### src/rtl/sorted_priority_queue_macros.svh
// Assertion macros used by the checks in the queue's top-level file.
`ifndef SORTED_PRIORITY_QUEUE_MACROS_SVH
`define SORTED_PRIORITY_QUEUE_MACROS_SVH

// The consequent must hold in the same cycle as the antecedent.
`define SPQ_ASSERT_IMPLY(label, clk, rst_n, ante, cons) \
    label: assert property (@(posedge clk) disable iff (!(rst_n)) (ante) |-> (cons)) \
        else $error("queue check failed in the same cycle");

// The consequent must hold in the cycle after the antecedent.
`define SPQ_ASSERT_NEXT(label, clk, rst_n, ante, cons) \
    label: assert property (@(posedge clk) disable iff (!(rst_n)) (ante) |=> (cons)) \
        else $error("queue check failed one cycle later");

`endif

### src/rtl/spq_pkg.sv
package spq_pkg;

    localparam int DEPTH_DEF     = 16;
    localparam int KEY_WIDTH_DEF = 32;

    localparam int OP_W  = 2;
    localparam int ST_W  = 2;
    localparam int POS_W = 5;

    localparam logic [OP_W-1:0] OP_INSERT    = 2'd0;
    localparam logic [OP_W-1:0] OP_POP_FRONT = 2'd1;
    localparam logic [OP_W-1:0] OP_POP_BACK  = 2'd2;
    localparam logic [OP_W-1:0] OP_FIND      = 2'd3;

    localparam logic [ST_W-1:0] ST_OK        = 2'd0;
    localparam logic [ST_W-1:0] ST_FULL      = 2'd1;
    localparam logic [ST_W-1:0] ST_EMPTY     = 2'd2;
    localparam logic [ST_W-1:0] ST_NOT_FOUND = 2'd3;

    // Command broadcast to every cell of the chain.
    typedef struct packed {
        logic              fire;
        logic [OP_W-1:0]   op;
        logic              ins_ok;
        logic              desc;
        logic [POS_W-1:0]  from_pos;
        logic [POS_W-1:0]  to_pos;
    } cmd_t;

    // Flags a cell hands to its neighbors. The gt flag is set when some held key at or
    // before the cell compares greater than the request key; the ge flag is set when the
    // find scan has already stopped at or before the cell.
    typedef struct packed {
        logic valid;
        logic gt;
        logic ge;
    } nbr_t;

endpackage

### src/rtl/spq_cell.sv
module spq_cell import spq_pkg::*; #(
    parameter int KEY_WIDTH = KEY_WIDTH_DEF,
    parameter int DEPTH     = DEPTH_DEF,
    parameter int CELL_IDX  = 0
) (
    input  logic                 aclk,
    input  logic                 aresetn,
    input  cmd_t                 cmd,
    input  logic [KEY_WIDTH-1:0] key_in,
    input  logic [KEY_WIDTH-1:0] left_key,
    input  nbr_t                 left,
    input  logic [KEY_WIDTH-1:0] right_key,
    input  nbr_t                 right,
    output logic [KEY_WIDTH-1:0] key_q,
    output nbr_t                 self,
    output logic                 ins_spot,
    output logic                 find_hit
);

    localparam int IDX_W = (DEPTH > 1) ? $clog2(DEPTH) : 1;
    localparam int CW    = ((IDX_W > POS_W) ? IDX_W : POS_W) + 1;
    localparam logic [CW-1:0] ME = CW'(CELL_IDX);

    logic [KEY_WIDTH-1:0] key_reg, key_next;
    logic                 valid_reg, valid_next;
    logic                 gt, kgt, ge, in_range, first;
    logic [CW-1:0]        from_x, to_x;

    // The held key compares greater than the request key, and the other way round.
    assign gt  = valid_reg & (cmd.desc ? (key_reg < key_in) : (key_reg > key_in));
    assign kgt = cmd.desc ? (key_in < key_reg) : (key_in > key_reg);
    assign ge  = valid_reg & ~kgt;

    // The flags accumulate along the row, since the held keys need not be in order
    // once the direction has changed.
    assign self  = '{valid: valid_reg, gt: left.gt | gt, ge: left.ge | (ge & in_range)};
    assign key_q = key_reg;

    // First greater key, or the first free cell when no held key is greater.
    assign ins_spot = (gt & ~left.gt) | (~valid_reg & left.valid & ~left.gt);

    assign from_x   = CW'(cmd.from_pos);
    assign to_x     = CW'(cmd.to_pos);
    assign in_range = (ME >= from_x) && (ME < to_x);
    // The scan stops at the first key in range that the request key does not exceed.
    assign first    = ge & in_range & ~left.ge;
    assign find_hit = first & (key_reg == key_in);

    always_comb begin
        key_next   = key_reg;
        valid_next = valid_reg;
        if (cmd.fire) begin
            case (cmd.op)
                OP_INSERT: begin
                    if (cmd.ins_ok) begin
                        if (ins_spot) begin
                            key_next = key_in;
                        end else if (left.gt) begin
                            key_next = left_key;
                        end
                        valid_next = valid_reg | left.valid;
                    end
                end
                OP_POP_FRONT: begin
                    key_next   = right_key;
                    valid_next = right.valid;
                end
                OP_POP_BACK: begin
                    valid_next = valid_reg & right.valid;
                end
                default: begin
                end
            endcase
        end
    end

    always_ff @(posedge aclk) begin
        if (!aresetn) begin
            valid_reg <= 1'b0;
        end else begin
            valid_reg <= valid_next;
        end
    end

    always_ff @(posedge aclk) begin
        key_reg <= key_next;
    end

endmodule

### src/rtl/spq_select.sv
module spq_select import spq_pkg::*; #(
    parameter int KEY_WIDTH = KEY_WIDTH_DEF,
    parameter int DEPTH     = DEPTH_DEF,
    localparam int IDX_W    = (DEPTH > 1) ? $clog2(DEPTH) : 1
) (
    input  logic [DEPTH-1:0]     pos_onehot,
    input  logic [DEPTH-1:0]     last_onehot,
    input  logic [KEY_WIDTH-1:0] keys [DEPTH],
    output logic [IDX_W-1:0]     pos_idx,
    output logic [KEY_WIDTH-1:0] last_key
);

    // Both inputs carry at most one set bit, so an OR of the selected terms suffices.
    always_comb begin
        pos_idx  = '0;
        last_key = '0;
        for (int i = 0; i < DEPTH; i++) begin
            if (pos_onehot[i]) begin
                pos_idx = pos_idx | IDX_W'(i);
            end
            if (last_onehot[i]) begin
                last_key = last_key | keys[i];
            end
        end
    end

endmodule

### src/rtl/sorted_priority_queue.sv
// Channel   Direction  Handshake                      Payload
// s_axis    in         s_axis_tvalid / s_axis_tready  opcode, key, start_pos, end_pos
// m_axis    out        m_axis_tvalid / m_axis_tready  status, key_out, position, count
// cfg       in         cfg_wr_en                      descending_order
//
// The row of cells compares and shifts in the cycle a request is accepted, and the
// result lands in the output register at the edge that ends that cycle.
// A new request is accepted whenever the output register is empty or is being taken
// in the same cycle, so requests can follow each other without gaps.
// Reset is synchronous and active low; it empties the queue and sets ascending order.
// A stall on the result side holds the result and stops new requests.
`include "sorted_priority_queue_macros.svh"

module sorted_priority_queue import spq_pkg::*; #(
    parameter int DEPTH     = DEPTH_DEF,
    parameter int KEY_WIDTH = KEY_WIDTH_DEF,
    localparam int DATA_W   = ((KEY_WIDTH + OP_W + 2 * POS_W + 7) / 8) * 8
) (
    input  logic              aclk,
    input  logic              aresetn,
    input  logic              cfg_wr_en,
    input  logic              cfg_wr_data,   // descending_order
    input  logic              s_axis_tvalid,
    output logic              s_axis_tready,
    input  logic [DATA_W-1:0] s_axis_tdata,  // opcode, key, start_pos, end_pos
    output logic              m_axis_tvalid,
    input  logic              m_axis_tready,
    output logic [DATA_W-1:0] m_axis_tdata   // status, key_out, position, count
);

    localparam int IDX_W = (DEPTH > 1) ? $clog2(DEPTH) : 1;
    localparam int CNT_W = $clog2(DEPTH + 1);
    localparam int EXT_W = ((IDX_W > CNT_W) ? IDX_W : CNT_W) > POS_W
                           ? ((IDX_W > CNT_W) ? IDX_W : CNT_W) : POS_W;

    // Request fields, unpacked from the lowest bit up.
    logic [OP_W-1:0]      req_op;
    logic [KEY_WIDTH-1:0] req_key;
    logic [POS_W-1:0]     req_from, req_to;

    assign req_op   = s_axis_tdata[OP_W-1:0];
    assign req_key  = s_axis_tdata[OP_W +: KEY_WIDTH];
    assign req_from = s_axis_tdata[OP_W + KEY_WIDTH +: POS_W];
    assign req_to   = s_axis_tdata[OP_W + KEY_WIDTH + POS_W +: POS_W];

    logic                 desc_reg;
    logic [CNT_W-1:0]     cnt_reg, cnt_next;
    logic                 out_valid_reg;
    logic [ST_W-1:0]      status_reg, status_next;
    logic [KEY_WIDTH-1:0] key_out_reg, key_out_next;
    logic [POS_W-1:0]     pos_reg, pos_next;
    logic [POS_W-1:0]     count_reg;

    logic s_accept, full, empty, found;
    cmd_t cmd;

    // The output register parts the two sides; it frees up in the cycle it is taken.
    assign s_axis_tready = ~out_valid_reg | m_axis_tready;
    assign s_accept      = s_axis_tvalid & s_axis_tready;

    assign full  = (cnt_reg == CNT_W'(DEPTH));
    assign empty = (cnt_reg == '0);

    assign cmd = '{fire: s_accept, op: req_op, ins_ok: ~full, desc: desc_reg,
                   from_pos: req_from, to_pos: req_to};

    // The chain of cells. Cell 0 sees a valid, never-greater neighbor on its left
    // so that an insert into an empty queue lands there; the last cell sees an
    // empty neighbor on its right so that pops clear it.
    logic [KEY_WIDTH-1:0] cell_key [DEPTH];
    nbr_t                 cell_nbr [DEPTH];
    logic [DEPTH-1:0]     ins_vec, hit_vec, last_vec, valid_vec;

    genvar g;
    generate
        for (g = 0; g < DEPTH; g++) begin : g_cell
            logic [KEY_WIDTH-1:0] lk, rk;
            nbr_t                 ln, rn;
            if (g == 0) begin : g_head
                assign lk = '0;
                assign ln = '{valid: 1'b1, gt: 1'b0, ge: 1'b0};
            end else begin : g_mid_l
                assign lk = cell_key[g-1];
                assign ln = cell_nbr[g-1];
            end
            if (g == DEPTH - 1) begin : g_tail
                assign rk = '0;
                assign rn = '{valid: 1'b0, gt: 1'b0, ge: 1'b0};
            end else begin : g_mid_r
                assign rk = cell_key[g+1];
                assign rn = cell_nbr[g+1];
            end

            spq_cell #(
                .KEY_WIDTH (KEY_WIDTH),
                .DEPTH     (DEPTH),
                .CELL_IDX  (g)
            ) u_cell (
                .aclk      (aclk),
                .aresetn   (aresetn),
                .cmd       (cmd),
                .key_in    (req_key),
                .left_key  (lk),
                .left      (ln),
                .right_key (rk),
                .right     (rn),
                .key_q     (cell_key[g]),
                .self      (cell_nbr[g]),
                .ins_spot  (ins_vec[g]),
                .find_hit  (hit_vec[g])
            );

            assign valid_vec[g] = cell_nbr[g].valid;
            // The last held key sits where a valid cell meets an empty one.
            assign last_vec[g]  = cell_nbr[g].valid & ~rn.valid;
        end
    endgenerate

    logic [IDX_W-1:0]     sel_idx;
    logic [KEY_WIDTH-1:0] back_key;
    logic [EXT_W-1:0]     idx_ext, cnt_ext, cnt_next_ext;

    spq_select #(
        .KEY_WIDTH (KEY_WIDTH),
        .DEPTH     (DEPTH)
    ) u_select (
        .pos_onehot  ((req_op == OP_INSERT) ? ins_vec : hit_vec),
        .last_onehot (last_vec),
        .keys        (cell_key),
        .pos_idx     (sel_idx),
        .last_key    (back_key)
    );

    assign found        = |hit_vec;
    assign idx_ext      = EXT_W'(sel_idx);
    assign cnt_ext      = EXT_W'(cnt_reg);
    assign cnt_next_ext = EXT_W'(cnt_next);

    // Result of the request being accepted, and the count it leaves behind.
    always_comb begin
        status_next  = ST_OK;
        key_out_next = '0;
        pos_next     = '0;
        cnt_next     = cnt_reg;
        if (req_op == OP_INSERT) begin
            if (full) begin
                status_next = ST_FULL;
                pos_next    = cnt_ext[POS_W-1:0];
            end else begin
                key_out_next = req_key;
                pos_next     = idx_ext[POS_W-1:0];
                cnt_next     = cnt_reg + CNT_W'(1);
            end
        end else if (req_op inside {OP_POP_FRONT, OP_POP_BACK}) begin
            if (empty) begin
                status_next = ST_EMPTY;
            end else begin
                key_out_next = (req_op == OP_POP_FRONT) ? cell_key[0] : back_key;
                cnt_next     = cnt_reg - CNT_W'(1);
            end
        end else begin
            // Find: a match can only be equal to the request key.
            if (found) begin
                key_out_next = req_key;
                pos_next     = idx_ext[POS_W-1:0];
            end else begin
                status_next = ST_NOT_FOUND;
                pos_next    = req_to;
            end
        end
    end

    always_ff @(posedge aclk) begin
        if (!aresetn) begin
            desc_reg      <= 1'b0;
            cnt_reg       <= '0;
            out_valid_reg <= 1'b0;
        end else begin
            if (cfg_wr_en) begin
                desc_reg <= cfg_wr_data;
            end
            if (s_accept) begin
                cnt_reg       <= cnt_next;
                out_valid_reg <= 1'b1;
            end else if (m_axis_tready) begin
                out_valid_reg <= 1'b0;
            end
        end
    end

    // Result payload; it is only loaded when a request is accepted.
    always_ff @(posedge aclk) begin
        if (s_accept) begin
            status_reg  <= status_next;
            key_out_reg <= key_out_next;
            pos_reg     <= pos_next;
            count_reg   <= cnt_next_ext[POS_W-1:0];
        end
    end

    assign m_axis_tvalid = out_valid_reg;
    assign m_axis_tdata  = DATA_W'({count_reg, pos_reg, key_out_reg, status_reg});

    // The valid cells always form a run as long as the count.
    `SPQ_ASSERT_IMPLY(a_valid_matches_count, aclk, aresetn, 1'b1, $countones(valid_vec) == int'(cnt_reg))
    // An insert into a queue that has room grows it by one.
    `SPQ_ASSERT_NEXT(a_insert_grows, aclk, aresetn, s_accept && (req_op == OP_INSERT) && !full, cnt_reg == $past(cnt_reg) + CNT_W'(1))
    // Every accepted request leaves a result waiting in the next cycle.
    `SPQ_ASSERT_NEXT(a_result_follows, aclk, aresetn, s_accept, m_axis_tvalid)

endmodule

### config.mk
export PLATFORM = sky130hd
export DESIGN_NAME = sorted_priority_queue
export DESIGN_NICKNAME = d
export VERILOG_FILES = /design/src/rtl/spq_pkg.sv /design/src/rtl/spq_cell.sv /design/src/rtl/spq_select.sv /design/src/rtl/sorted_priority_queue.sv
export VERILOG_INCLUDE_DIRS = /design/src /design/src/rtl
export SDC_FILE = /design/constraint.sdc
export NUM_CORES = 2
export LEC_CHECK = 0
export BUFFER_PORTS_ARGS = -buffer_cell sky130_fd_sc_hd__buf_2
export CAP_MARGIN = 20
export CORE_ASPECT_RATIO = 1.4
export CORE_MARGIN = 2
export CORE_UTILIZATION = 45
export CTS_BUF_LIST = sky130_fd_sc_hd__clkbuf_8 sky130_fd_sc_hd__clkbuf_16
export CTS_CLUSTER_DIAMETER = 100
export DETAILED_ROUTE_END_ITERATION = 6
export PLACE_DENSITY = 0.58
export SLEW_MARGIN = 20
export SYNTH_ARGS = -nofsm -noshare
export SYNTH_HDL_FRONTEND = slang
export SYNTH_SLANG_ARGS = --single-unit
### constraint.sdc
create_clock -name aclk -period 6.65 [get_ports aclk]
set_input_delay 0 -clock aclk [delete_from_list [all_inputs] [get_ports aclk]]
set_output_delay 0 -clock aclk [all_outputs]
set_load 0.01 [all_outputs]
Yosys cells after proc, flatten, opt, wreduce, memory -nomap -nowiden

Cells that the tools add are included.

Add/subtract/negate cells: 2
$lt $le $gt $ge: 96
Equal/unequal tests: 36
Multiplexer cells: 180
Bitwise operators: 278
Reductions and logical operators: 43

Operator list:

| cell                                                                               | number |
|---|---|
| 32-bit two-way mux                                                                 | 69 |
| 32-bit greater-than comparator                                                     | 32 |
| 32-bit less-than comparator                                                        | 32 |
| 32-bit case mux with 2 select lines                                                | 16 |
| 32-bit == test                                                                     | 16 |
| 32-bit bitwise OR                                                                  | 15 |
| 1-bit bitwise AND                                                                  | 140 |
| 4-bit AND reduction                                                                | 16 |
| 1-bit NOT                                                                          | 63 |
| 1-bit bitwise OR                                                                   | 60 |
| 1-bit two-way mux                                                                  | 52 |
| 3-bit by 1-bit inequality test with 1-bit output, second input constant            | 15 |
| 1-bit case mux with 3 select lines                                                 | 15 |
| 4-bit by 5-bit greater-or-equal comparator with 1-bit output, first input constant | 8 |
| 4-bit by 5-bit less-than comparator with 1-bit output, first input constant        | 8 |
| 5-bit two-way mux                                                                  | 8 |
| 4-bit two-way mux                                                                  | 8 |
| 3-bit by 5-bit greater-or-equal comparator with 1-bit output, first input constant | 4 |
| 3-bit by 5-bit less-than comparator with 1-bit output, first input constant        | 4 |
| 1-bit logical AND                                                                  | 16 |
| 16-bit two-way mux                                                                 | 1 |
| 16-bit OR reduction                                                                | 1 |
| 2-bit two-way mux                                                                  | 6 |
| 3-bit two-way mux                                                                  | 4 |
| 18 further kinds                                                                   | 26 |

Flip-flop bits (word level): 579

Depth between registers and ports, before layout

Word-level depth: 41
Mapped depth: 18
Gate-level depth less buffers: 14

Hierarchy

Synthesis repeated with hierarchy kept, for this count alone.

Cell total of the unflattened synthesis: 7,112
Area total of the unflattened synthesis: 61,780.5 um^2

Modules (own cells, without submodules):

| module                           | times used | cells each | area an instance (um^2) |
|---|---|---|---|
| spq_cell at g_cell[2].u_cell ... | 2          | 423        | 3,569.7 |
| spq_cell at g_cell[1].u_cell     | 1          | 421        | 3,697.3 |
| spq_cell at g_cell[0].u_cell     | 1          | 423        | 3,693.5 |
| spq_cell at g_cell[4].u_cell     | 1          | 424        | 3,632.2 |
| spq_cell at g_cell[10].u_cell    | 1          | 423        | 3,574.7 |
| spq_cell at g_cell[8].u_cell     | 1          | 423        | 3,572.2 |
| spq_cell at g_cell[3].u_cell     | 1          | 422        | 3,564.7 |
| spq_cell at g_cell[13].u_cell    | 1          | 421        | 3,563.4 |
| spq_cell at g_cell[11].u_cell    | 1          | 421        | 3,559.7 |
| spq_cell at g_cell[5].u_cell     | 1          | 419        | 3,557.2 |
| spq_cell at g_cell[15].u_cell    | 1          | 420        | 3,552.2 |
| spq_cell at g_cell[7].u_cell     | 1          | 418        | 3,493.4 |
| sorted_priority_queue            | 1          | 256        | 3,234.4 |
| spq_cell at g_cell[12].u_cell    | 1          | 343        | 3,020.4 |
| +3 rows                          | n/a        | n/a        | n/a |

Least setup slack after synthesis

OpenSTA, ideal clock, no wires.

Kind: input to register
Start: in s_axis_tdata[32]
End: reg g_cell[10].u_cell.key_reg[0], enable pin
Data arrival time: 4.770 ns
Required time: 6.210 ns
Slack: 1.440 ns
Stages on the path: 12
Buffers on the path: 1
Cell sequence: clkinv_1 ha_1 nand4_1 or4_4 or4_4 a211oi_2 nor3_1 mux2_4 a21boi_1 nor4b_1 buf_2 a41oi_1

Word-level cells in the longest chain between the ends: 17

RTL lines:

| element                                                                       | RTL line                    | RTL |
|---|---|---|
| start: declaration                                                            | sorted_priority_queue.sv:25 | `input logic [DATA_W-1:0] s_axis_tdata,` |
| 32-bit greater-than comparator or 32-bit less-than comparator (tied branches) | spq_cell.sv:30              | `assign gt = valid_reg & (cmd.desc ? (key_reg < key_in) : (key_reg > key_in));` |
| 1-bit two-way mux                                                             | spq_cell.sv:30              |  |
| 1-bit bitwise AND                                                             | spq_cell.sv:30              |  |
| 1-bit bitwise OR (9 in a row)                                                 | spq_cell.sv:36              | `assign self = '{valid: valid_reg, gt: left.gt \| gt, ge: left.ge \| (ge & in_range)};` |
| 1-bit NOT                                                                     | spq_cell.sv:40              | `assign ins_spot = (gt & ~left.gt) \| (~valid_reg & left.valid & ~left.gt);` |
| 1-bit bitwise AND                                                             | spq_cell.sv:40              |  |
| 1-bit bitwise OR                                                              | spq_cell.sv:40              |  |
| 3-bit by 1-bit inequality test with 1-bit output (no source line) *           | n/a                         |  |
| 4-bit AND reduction (no source line) *                                        | n/a                         |  |
| end signal: assignment                                                        | spq_cell.sv:86              | `key_reg <= key_next;` |
| end: declaration                                                              | spq_cell.sv:24              | `logic [KEY_WIDTH-1:0] key_reg, key_next;` |

Mark *: on every way between the ends. The rest lies on a longest branch, timed or not.
A chain may end at the register's enable or synchronous reset.

Worst setup path in the final report

Start: in s_axis_tdata[19]
End: reg g_cell[13].u_cell.key_reg[27], enable pin

Word-level cells in the longest chain between the ends: 20

RTL lines:

| element                                                                       | RTL line |
|---|---|
| 32-bit greater-than comparator or 32-bit less-than comparator (tied branches) | spq_cell.sv:30 |
| 1-bit two-way mux                                                             | spq_cell.sv:30 |
| 1-bit bitwise AND                                                             | spq_cell.sv:30 |
| 1-bit bitwise OR (12 in a row)                                                | spq_cell.sv:36 |
| 1-bit NOT                                                                     | spq_cell.sv:40 |
| 1-bit bitwise AND                                                             | spq_cell.sv:40 |
| 1-bit bitwise OR                                                              | spq_cell.sv:40 |
| 3-bit by 1-bit inequality test with 1-bit output (no source line) *           | n/a |
| 4-bit AND reduction (no source line) *                                        | n/a |
| end signal: assignment                                                        | spq_cell.sv:86 |
| end: declaration                                                              | spq_cell.sv:24 |

Marks and branches as above.

==> flow_summary_export.csv <==
group,metric,value,unit
drt,drt_iter0_drc,5954,
global_routing,grt_use_total,39.6,%
finish,fin_nets,5583,
clock_network,numCtsBuffers,69,
logic_synthesis,syn_inst,4943,
logic_synthesis,synth-compound-area-share,21.7,%
logic_synthesis,synth-edff-count,556,
clock_network,clk_path_buf_depth,3,
placed_design,placed_area,47800,µm²
worst_setup_path,end_kind,"flip-flop",
placed_design,dpl.hpwl,145000,µm
floorplanning,die_y,377,µm
clock_network,clk_pin_slew,60,ps
logic_synthesis,ys_async_sr_fraction,0,%
timing,fin_crit,5900,ps
global_routing,grt-ovfl-total,0,
clock_network,postCtsSetupRepairBufs,0,
finish,final_cell_mix,"nand2_1, edfxtp_1, ha_1",
worst_hold_path,worst_hold_path_type,"input pin to flip-flop",
timing,worstMarginPinSlew,1150,ps
finish,syn2layout_area_growth,13.0,%
timing,grt_setup_unrepaired,"false",
outcome,status,"complete, no violations",
logic_synthesis,synth_xor_area_share,0.0979,%
worst_setup_path,r2r_cells,15,
timing,hold_violations,0,
worst_setup_path,required,7030,ps
timing,final.period_utilization,88.7,%
global_routing,grt_max_degree,255,
timing,fmax,170,MHz
finish,drive_gt1_share,8.92,%
finish,fin_cells,6379,
finish,multi_input_area,26300,µm²
worst_setup_path,cp_max_fo,15,
timing,finalMaxSlewViolations,0,
global_routing,grt_pass1_vias,39926,
logic_synthesis,synth_top_area_cell,"edfxtp_1",
logic_synthesis,synth_warnings,0,
flow_run,drv_cap,0,
floorplanning,row_count,136,
drt,wl_per_cell,32.5,µm
logic_synthesis,syn_avg_cell_area,9.05,µm²
finish,fin_area,50600,µm²
logic_synthesis,synth_top_cell_area_share,37.3,%
logic_synthesis,synth_seq_area_share,38.3,%
drt,dr.pass1.iters,7,
floorplanning,die_w,271,µm
drt,drc,0,
finish,seq_area,17200,µm²
finish,final_common_cell,"nand2_1",
power,power,11.5,mW
global_routing,grt_pass1_wl,291000,µm
logic_synthesis,synth-simple-area-share,14.4,%
clock_network,clk_latency,680,ps
logic_synthesis,synthMuxAreaShare,6.87,%
worst_setup_path,cp-start-kind,"input pin",
clock_network,cts_tree,"yes",
global_routing,antenna_found_initial,1,
worst_hold_path,hold_depth,6,
drt,num_vias,42845,
worst_setup_path,reg2reg_slack,840,ps
finish,largest_register_ffs,512,
logic_synthesis,yosys_register_bits,579,
timing,setup-violations-final,0,
drt,finalWirelength,207000,µm
placed_design,dpl.cell_count,6207,
timing,setup_ws,751,ps
worst_setup_path,worstSetupPathType,"input pin to flip-flop",
power,p_leak,19.2,nW
timing,max_slew_margin,22.9,%
logic_synthesis,syn_area,44800,µm²
logic_synthesis,yosysUniqueCellTypes,87,
drt,avgViaCountPerCell,6.72,
finish,post-route-util,51.4,%
floorplanning,num_io_pins,104,
placed_design,place_ws,820,ps
timing,finClkSkew,41.6,ps
clock_network,htreeDepth,3,
logic_synthesis,synthTopCellsByArea,"edfxtp_1, ha_1, mux2i_1, nand2_1, o21ai_1",
timing,fin_setup_tns,0,ps
clock_network,clock-sinks,579,
worst_setup_path,crit_arrival,6280,ps
clock_network,cts_root_buffer,"clkbuf_16",
logic_synthesis,synth_top_family_by_area,"compound AO/OA/AOI/OAI gates",
placed_design,io_buffers,95,
timing,hold_ws,54.3,ps
placed_design,place_congestion,1.03,
floorplanning,start_util,45.5,%
floorplanning,design.core.area,98400,µm²
power,ir_worst_vdd,0.181,mV
logic_synthesis,synthAdderAreaFrac,14.5,%
drt,antenna_left,0,
finish,fill_cells,9275,
logic_synthesis,synth_flop_cell,"edfxtp_1",
floorplanning,dieArea,102000,µm²
power,p_per_area,228,nW/µm²
## worst max-delay path, cell delays in order
cell	delay (ps)
dlygate4sd3_1	510
buf_2	300
clkinv_1	560
ha_1	510
a21oi_1	150
o21ai_0	320
a221oi_1	790
o21ai_0	430
nor2_1	320
mux2i_1	280
nor2_1	80
and4bb_2	260
buf_4	160
nand2_1	160
nor3_1	70
buf_4	160
a21oi_4	890
buf_4	310
## synth_stat cells, types with 30 or more instances
cell type	instances
a22oi_1	198
a221oi_1	58
mux2i_1	298
nor2b_1	34
o211ai_1	30
edfxtp_1	556
o21ai_1	460
nand2_1	637
a21oi_1	435
nor2_1	343
clkbuf_1	290
inv_1	121
clkinv_1	32
ha_1	518
nand4_1	158
nor3_1	45
o21ai_0	185
a21o_1	45
nand3_1	91
## per-layer routing
metal	wire [µm]	global-route usage, %
met1	73100	46.0
met3	19200	6.33
met5	14	0
met4	20300	32.9
met2	94800	64.4
## worst paths after layout
kind	start	endpoint
max	s_axis_tdata[19]	g_cell[13].u_cell.key_q[27]
min	s_axis_tdata[0]	g_cell[12].u_cell.valid_reg
max reg2reg	g_cell[7].u_cell.key_q[26]	g_cell[13].u_cell.key_q[27]
min reg2reg	cnt_ext[2]	cnt_ext[2]
## cell type report
cell class / count / share of cell area [%]
clock inverter: 52 / 0.963
inverter: 154 / 1.14
antenna: 2 / 0.00990
timing repair buffer: 314 / 5.08
sequential: 579 / 33.9
tap: 1311 / 3.24
clock buffer: 74 / 3.66
multi-input combinational: 3893 / 52.0
## where the power goes
part / internal (mW) / switching [mW]
clock: 2.33 / 1.76
combinational: 0.930 / 1.82
sequential: 4.36 / 0.339
total: 7.62 / 3.93
## cells by family after synthesis
group	after synthesis
AOI/OAI and AO/OA	1623
muxes	306
DFF	579
other	1
buffers and inverters	474
xor gates and xnor gates	5
adders and majority gates	518
and+or+nand+nor	1437
## repair_timing
| action | CTS | global route |
|---|---|---|
| endpoints found under the setup margin | 0 | 0 |
| gates resized for setup | 0 | 0 |
| hold buffers | 44 | 0 |
| hold endpoints to repair | 338 | 0 |
Power figures use the tool's default switching activity.
